## config.mk

```make
export PLATFORM = sky130hd
export DESIGN_NAME = rhht_ram
export DESIGN_NICKNAME = d
export VERILOG_FILES = /design/src/design/rhht_ram.sv
export SDC_FILE = /design/constraint.sdc
export NUM_CORES = 1
export LEC_CHECK = 0
export BUFFER_PORTS_ARGS = -buffer_cell sky130_fd_sc_hd__buf_4
export CORE_MARGIN = 8
export CORE_UTILIZATION = 45
export DETAILED_ROUTE_END_ITERATION = 10
export PLACE_DENSITY_LB_ADDON = 0.15
export SYNTH_ARGS = -nofsm -noshare
export SYNTH_HDL_FRONTEND = slang
export SYNTH_SLANG_ARGS = --single-unit
```

## constraint.sdc

```tcl
create_clock -name clk -period 2.3 [get_ports clk]
set_clock_uncertainty 0.1 [all_clocks]
set_input_delay 0.115 -clock clk [delete_from_list [all_inputs] [get_ports clk]]
set_output_delay 0.115 -clock clk [all_outputs]
set_load 0.1 [all_outputs]
```

## src/design/rhht_ram.sv

```systemverilog
module rhht_ram #(
	parameter int WIDTH = 8,
	parameter int DEPTH = 16
) (
	input  logic                     clk,
	input  logic                     we,
	input  logic [$clog2(DEPTH)-1:0] waddr,
	input  logic [WIDTH-1:0]         wdata,
	input  logic [$clog2(DEPTH)-1:0] raddr,
	output logic [WIDTH-1:0]         rdata
);

	logic [WIDTH-1:0] mem [DEPTH];

	always_ff @(posedge clk) begin
		if (we) begin
			mem[waddr] <= wdata;
		end
		rdata <= mem[raddr];
	end

endmodule

```

# After elaboration in Yosys (flattened, before gate mapping)
# Memory sizes are Yosys's and may differ from the RTL's. A register that Yosys moved wholly into a read port is not among the register bits.
# Cells that the tools add are included.
# word_totals
inputBits	18
word_cells	3
memories	1
regBits	0
mem_bits_rw	128
# mem_list
memory	depth	width	rd	rd_ports_with_merged_regs	wr	line	rtl
mem	16	8	1	1	1	13	logic [WIDTH-1:0] mem [DEPTH];
# classes
mux	2
# ops
cell	n
$mux W1	2

# Longest topological paths before layout
# Gate-level depths: netlist of run 1.
# depth
ltp_word	2
mapped_depth	5

# Least setup slack after synthesis of run 1
# OpenSTA, ideal clock, no wires.
# synth_timing
path_type	input -> register
startpoint	input port waddr[2]
endpoint	memory mem[0][0] (enable)
t_arrival_ns	1.225
setup_time_ns	0.383
path_buffers	0
cell_stages	2
setup_slack_ns	0.592
path_cell_list	or3b_2 > nor3_1
# synth_lines
item	line	rtl
start, declared	7	input logic [$clog2(DEPTH)-1:0] waddr,
end, declared	13	
# No word-level cell before the write port.

==> impl_summary.txt, run 1 <==
----------------------------------------------------
[Status]
  Result of the run ... completed

[Die]
  Total number of placement rows ... 39
  Ports placed on the boundary ... 26
  Core outline area ... 0.0113 mm2
  Width of the chip ... 123 um
  Floorplan die area ... 0.0151 mm2
  Starting density of the core ... 45.7%
  Vertical extent of the die ... 123 um

[Timing]
  Hold slack final ... 0.131 ns
  Number of failing setup endpoints in the final timing report ... 0
  Max Fclk ... 666 MHz
  Headroom to the max-slew limit ... 52.2%
  Post-route worst setup slack ... 0.797 ns
  Setup repair after global routing missed its margin ... false
  Final period utilization ... 65.3%
  Final hold vios ... 0
  Crit path time final ... 1.50 ns
  Max-slew violation total from the final report ... 0
  Setup TNS after final layout ... 0 ns
  Worst Tran Pin Value ... 0.714 ns

[Layout]
  Count of non-filler cells in the finished layout ... 445
  Commonest non-fill, non-tap cell in the layout ... sky130_fd_sc_hd__edfxtp_1
  Area growth, synth to finish ... 20.0%
  Fraction of final layout cells with drive strength greater than 1 ... 28.5%
  Number of nets in the layout ... 307
  Final antenna diode count ... 0
  Commonest cells after routing, fill and taps aside ... 128 x sky130_fd_sc_hd__edfxtp_1, 42 x sky130_fd_sc_hd__buf_4, 18 x sky130_fd_sc_hd__mux4_2, 17 x sky130_fd_sc_hd__clkbuf_16, 16 x sky130_fd_sc_hd__a22oi_1

[Route]
  Average via count per standard cell ... 5.47
  Detailed router's first-iteration violation count ... 186
  DRC viols ... 0
  Number of nets with antenna violations after detailed routing ... 0
  Via count ... 2432
  Wire length after detailed routing ... 10.2 mm
  Number of detailed-route iterations in the first pass ... 4
  Routed WL per cell ... 22.9 um

[Global route]
  Number of global-route vias before repair ... 2524
  First-pass GRT wire length ... 15.4 mm
  Initial antenna violation count ... 0
  Remaining global-route overflow ... 0
  Maximum number of pins on one net before global-route repair ... 33
  Global-route total usage across every layer ... 14.9%

[Placement]
  Final GP Congestion ... 0.684
  Post-detailed-placement half-perimeter wirelength ... 6.36 mm
  Buffers added on ports ... 25
  Worst slack at placement ... 0.446 ns
  Total instance count after detailed placement ... 405

[Yosys]
  Distinct cell type count of the synthesized netlist ... 19
  Number of warnings issued by yosys ... 0
  Synth Register Bits ... 136
  Synthesized area per cell ... 22.5 um2
  Mapped Area ... 0.00515 mm2
  Post-synthesis net count ... 247
  Cells after synthesis ... 229
  Part of the Yosys area used for sequential elements ... 77.8%

[Power]
  Internal power ... 4.37 mW
  Leakage power figure ... 2.10 nW
  Worst VDD drop ... 0.000392 V
  Fraction of power consumed by combinational cells ... 7.2%
  Power consumption ... 5.57 mW
  Seq pwr share ... 50.1%
  Cell Pwr Density ... 902 mW/mm2
  Switching pwr ... 1.21 mW
  Power share of the clock group ... 42.7%
  Switching share of total power ... 21.6%

[Worst setup path]
  Critical Path Fanout Max ... 1
  Reg2reg setup slack ... 0.80 ns
  Startpoint of the worst-slack reg-to-reg timing path ... mem[15][6]
  Worst EP required ... 2.48 ns
  Type of the worst setup path ... flop to flop
  Startpoint class of the critical path ... flop
  Arrival time at the worst endpoint ... 1.68 ns
  Reg-to-Reg End ... rdata[6]
  Number of cells on the worst reg-to-reg path ... 3
  Sort of element at the end of the critical path ... flop

[CTS]
  Clk_lat worst skew ... 0.41 ns
  TritonCTS Buffers ... 17
  Number of hold buffers added after CTS ... 8
  CTS root buffer ... sky130_fd_sc_hd__clkbuf_16
  Number of gates resized after cts ... 0
  Max Root-Sink Buffers ... 2
  Clk sink count ... 136
  Number of buffers inserted to repair setup after CTS ... 0
  Clock tree from TritonCTS ... done
  CTS clk-pin slew, worst paths ... 0.05 ns
  H-tree levels ... 4

[Flow run]
  Max cap viols ... 0

[Hold path]
  Cell depth of the worst hold path ... 3
  Hold-critical path endpoint ... mem[12][0]
  Worst hold start ... waddr[0]
  Worst min path class ... input pin to flop

----------------------------------------------------
kinds of logic after synthesis:
group / count (synthesis) / synth area share (%)
flip-flops: 136 / 77.8
AND/OR/NAND/NOR: 35 / 3.18
multiplexers: 32 / 15.0
AO/OA/AOI/OAI: 16 / 2.33
buffers and inverters: 10 / 1.68
layer usage:
metal  vias up  track usage [%]  routed length (um)  part of all wire (%)
li1       1098                -                   -                     -
met1      1262             19.6                4630                    45
met2        58             22.4                5000                    49
met3        14             4.70                 442                   4.3
met4         0             6.40                 114                   1.1
met5         -                0                   0                     0
worst max-delay path, cell delays in order (launching register included):
cell                       delay (ns)
sky130_fd_sc_hd__edfxtp_1        0.36
sky130_fd_sc_hd__mux4_2          0.52
sky130_fd_sc_hd__a22oi_1         0.29
sky130_fd_sc_hd__nand2_1         0.10
layout make-up:
class                   count  area [um2]
fillers                   878        5090
repair buffers             51         415
multi-input cells          83        1060
clock inverters            11        82.6
clock buffers              21         440
well taps                 143         179
flip-flops and latches    136        4000
worst max path at each step:
stage	from	endpoint
after floorplan	waddr[2]	mem[0][0]
after detailed placement	raddr[0]	rdata[7]
after CTS	mem[14][6]	rdata[6]
after global routing	mem[15][6]	rdata[6]
final	mem[15][6]	rdata[6]
after global placement	raddr[0]	rdata[7]
Yosys cell counts (all sizes together):
library cell	instances	area (um2)
nor3	4	20.0
a22oi	16	120
nand3b	2	15.0
nor2	13	48.8
buf	7	56.3
and2b	1	7.51
and2	1	6.26
nor2b	1	6.26
edfxtp	128	3840
nand2	9	33.8
nand2b	2	12.5
or3b	1	8.76
clkdlybuf4s25	3	30.0
dfxtp	8	160
mux4	32	773
nand3	1	5.00
metrics by stage:
step	utilization (%)	instance area (um2)
5_1_grt	54.8	6180
3_3_place_gp	49.5	5580
4_1_cts	54.8	6180
3_5_place_dp	49.5	5580
6_report	54.8	6180
2_1_floorplan	-	5150
flip-flops by register name (all words and copies together) (netlist names):
name,flops
mem,128
rdata,8
power by group through the flow:
stage	combinational (mW)	clock, mW	sequential, mW
2_1_floorplan	0.141	0	2.95
3_3_place_gp	0.391	0	2.84
3_5_place_dp	0.397	0	2.84
4_1_cts	0.408	2.43	2.79
5_1_grt	0.426	2.53	2.80
6_report	0.399	2.38	2.79
Note: power is estimated with default switching activity, not from simulation.
==> run 2: changes to the inputs <==
==> constraint.sdc (replaced) <==
create_clock -name clk -period 1.5 [get_ports clk]
set_clock_uncertainty 0.1 [all_clocks]
set_input_delay 0.075 -clock clk [delete_from_list [all_inputs] [get_ports clk]]
set_output_delay 0.075 -clock clk [all_outputs]
set_load 0.1 [all_outputs]
==> run 2 against run 1 <==
Maximum frequency is 3.6% higher. Combinational power grew 60%. Largest cell class unchanged. Clock power up 60%. Design area grew 1.9%. Sequential power is 53% higher. Critical endpoint is now rdata[4]. Highest routed layer unchanged. Critical path depth stayed put. Final cell count is 1.1% higher.
==> impl_summary.txt, run 2 (synthesized netlist as in run 1, its figures left out) <==
----------------------------------------------------
[Status]
  Result of the run ... completed

[Layout]
  Area growth, synth to finish ... 22.3%
  Commonest cells after routing, fill and taps aside ... 128 x sky130_fd_sc_hd__edfxtp_1, 43 x sky130_fd_sc_hd__buf_4, 18 x sky130_fd_sc_hd__mux4_2, 17 x sky130_fd_sc_hd__clkbuf_16, 15 x sky130_fd_sc_hd__a22oi_1
  Fraction of final layout cells with drive strength greater than 1 ... 30.3% (+1.8 points)
  Final antenna diode count ... 0 (unchanged)
  Biggest regs ... mem: 128 flops, rdata: 8 flops
  Number of nets in the layout ... 312 (+1.6%)
  Fin util ... 55.8% (+1.0 points)
  Largest register by flop count ... mem
  Commonest non-fill, non-tap cell in the layout ... sky130_fd_sc_hd__edfxtp_1
  Number of filler instances in the final layout ... 871 (-0.80%)
  Largest register FFs ... 128 (unchanged)

[Global route]
  Number of global-route vias before repair ... 2571 (+1.9%)
  Maximum number of pins on one net before global-route repair ... 17 (-48%)
  First-pass GRT wire length ... 15.5 mm (+0.76%)
  Remaining global-route overflow ... 0 (unchanged)
  Initial antenna violation count ... 0 (unchanged)
  Global-route total usage across every layer ... 15.0% (+0.13 points)

[CTS]
  Max Root-Sink Buffers ... 2 (unchanged)
  H-tree levels ... 4 (unchanged)
  Clk_lat worst skew ... 0.41 ns (about the same)
  Clock tree from TritonCTS ... done
  Number of buffers inserted to repair setup after CTS ... 0 (unchanged)
  CTS root buffer ... sky130_fd_sc_hd__clkbuf_16
  CTS clk-pin slew, worst paths ... 0.05 ns (about the same)
  TritonCTS Buffers ... 17 (unchanged)
  Clk sink count ... 136 (unchanged)

[Hold path]
  Cell depth of the worst hold path ... 3 (unchanged)
  Hold-critical path endpoint ... mem[0][1]
  Worst min path class ... input pin to flop
  Worst hold start ... waddr[1]

[Die]
  Starting density of the core ... 45.7% (unchanged)
  Total number of placement rows ... 39 (unchanged)
  Ports placed on the boundary ... 26 (unchanged)
  Width of the chip ... 123 um (unchanged)
  Core outline area ... 0.0113 mm2 (unchanged)
  Vertical extent of the die ... 123 um (unchanged)
  Floorplan die area ... 0.0151 mm2 (unchanged)

[Route]
  Number of nets with antenna violations after detailed routing ... 0 (unchanged)
  Via count ... 2423 (-0.37%)
  Detailed router's first-iteration violation count ... 179 (-3.8%)
  Number of detailed-route iterations in the first pass ... 4 (unchanged)
  DRC viols ... 0 (unchanged)
  Wire length after detailed routing ... 10.4 mm (+1.8%)
  Average via count per standard cell ... 5.38 (-1.5%)
  Routed WL per cell ... 23.0 um (+0.66%)

[Worst setup path]
  Reg2reg setup slack ... 0.05 ns (-0.75 ns)
  Reg-to-Reg End ... rdata[4]
  Slowest CP cell ... sky130_fd_sc_hd__mux4_1
  Startpoint class of the critical path ... flop
  List of cells traversed by the critical path ... mux4_1 -> a22oi_1 -> nand2_1
  Sort of element at the end of the critical path ... flop
  Number of cells on the worst reg-to-reg path ... 3 (unchanged)
  Critical Path Fanout Max ... 1 (unchanged)
  Type of the worst setup path ... flop to flop
  Worst EP required ... 1.69 ns (-0.79 ns)
  Arrival time at the worst endpoint ... 1.64 ns (-0.04 ns)
  Kind of cell adding the most delay to the critical path ... multiplexers
  Startpoint of the worst-slack reg-to-reg timing path ... mem[9][4]
  Buffers plus inverters on the worst setup path ... 0 (unchanged)
  CP max stage delay ... 0.50 ns (-0.02 ns)

[Placement]
  Final GP Congestion ... 0.713 (+4.2%)
  Worst slack at placement ... -0.0985 ns (-0.545 ns)
  Buffers added on ports ... 25 (unchanged)
  Post-detailed-placement half-perimeter wirelength ... 6.80 mm (+6.9%)

[Timing]
  Post-route worst setup slack ... 0.0498 ns (-0.748 ns)
  Setup repair after global routing missed its margin ... false
  Max Fclk ... 690 MHz (+3.6%)
  Number of failing setup endpoints in the final timing report ... 0 (unchanged)
  Headroom to the max-slew limit ... 51.2% (-1.0 points)
  Max-slew violation total from the final report ... 0 (unchanged)
  Worst Tran Pin Value ... 0.730 ns (+0.0152 ns)
  Setup TNS after final layout ... 0 ns (unchanged)
  Hold slack final ... 0.0885 ns (-0.0422 ns)
  Final period utilization ... 96.7% (+31 points)
  Final hold vios ... 0 (unchanged)
  Crit path time final ... 1.45 ns (-0.0523 ns)

[Flow run]
  Max cap viols ... 0 (unchanged)

[Power]
  Worst VDD drop ... 0.000685 V (+75%)
  Leakage power figure ... 2.16 nW (+3.0%)
  Cell Pwr Density ... 1390 mW/mm2 (+54%)

----------------------------------------------------
run 2: changes by cell type in the layout (fill, tap and decap cells not counted):
cell,delta
sky130_fd_sc_hd__a22oi_1,-1
sky130_fd_sc_hd__a22oi_2,+1
sky130_fd_sc_hd__buf_12,+4
sky130_fd_sc_hd__buf_4,+1
sky130_fd_sc_hd__clkbuf_1,+4
sky130_fd_sc_hd__clkbuf_8,+3
sky130_fd_sc_hd__clkinv_1,-4
sky130_fd_sc_hd__clkinvlp_4,-3
sky130_fd_sc_hd__nor3_1,-1
sky130_fd_sc_hd__nor3_2,+1
run 2: how the worst max path moves through the flow:
stage,depth (start not counted),slack [ns],start,to
3_3_place_gp,5,-0.08,raddr[0],rdata[1]
4_1_cts,3,0.007,mem[1][0],rdata[0]
2_1_floorplan,2,0.06,waddr[2],mem[3][0]
5_1_grt,3,0.005,mem[3][6],rdata[6]
3_5_place_dp,5,-0.1,raddr[0],rdata[0]
6_report,3,0.05,mem[9][4],rdata[4]
run 2: layout make-up:
type	instances	area, um2	area share, %
Sequential cell	136	4000	63.6
Timing Repair Buffer	56	503	7.99
Clock buffer	28	497	7.89
Clock inverter	4	45.0	0.716
Multi-Input combinational cell	83	1070	17.0
Tap cell	143	179	2.84
run 2: where the power goes:
group / leakage (nW) / internal [mW] / switching (mW) / total (mW)
combinational: 0.669 / 0.231 / 0.410 / 0.640
sequential: 1.22 / 4.25 / 0.0298 / 4.28
clock: 0.266 / 2.40 / 1.40 / 3.80
run 2: what timing repair did:
item | 4_1_cts | 5_1_grt
hold endpoints to repair | 128 | 0
hold buffers | 8 | 0
endpoints found under the setup margin | 0 | 1
gates resized for setup | 0 | 1
run 2: metal layers:
metal / global-route usage (%) / routed length [um]
met1: 19.8 / 4730
met2: 22.5 / 5030
met3: 5.30 / 499
met4: 5.64 / 106
met5: 0 / 0
run 2: worst min-delay path, stage by stage:
cell	delay, ns
sky130_fd_sc_hd__buf_4	0.12
sky130_fd_sc_hd__nor3_2	0.05
sky130_fd_sc_hd__buf_4	0.17
run 2: through the flow:
step,area [um2],total power [mW],std cells
after detailed placement,5670,4.99,410
final,6290,8.72,450
after global routing,6290,9.00,450
after global placement,5670,4.99,410
after floorplan,5150,4.75,229
after CTS,6290,8.82,450
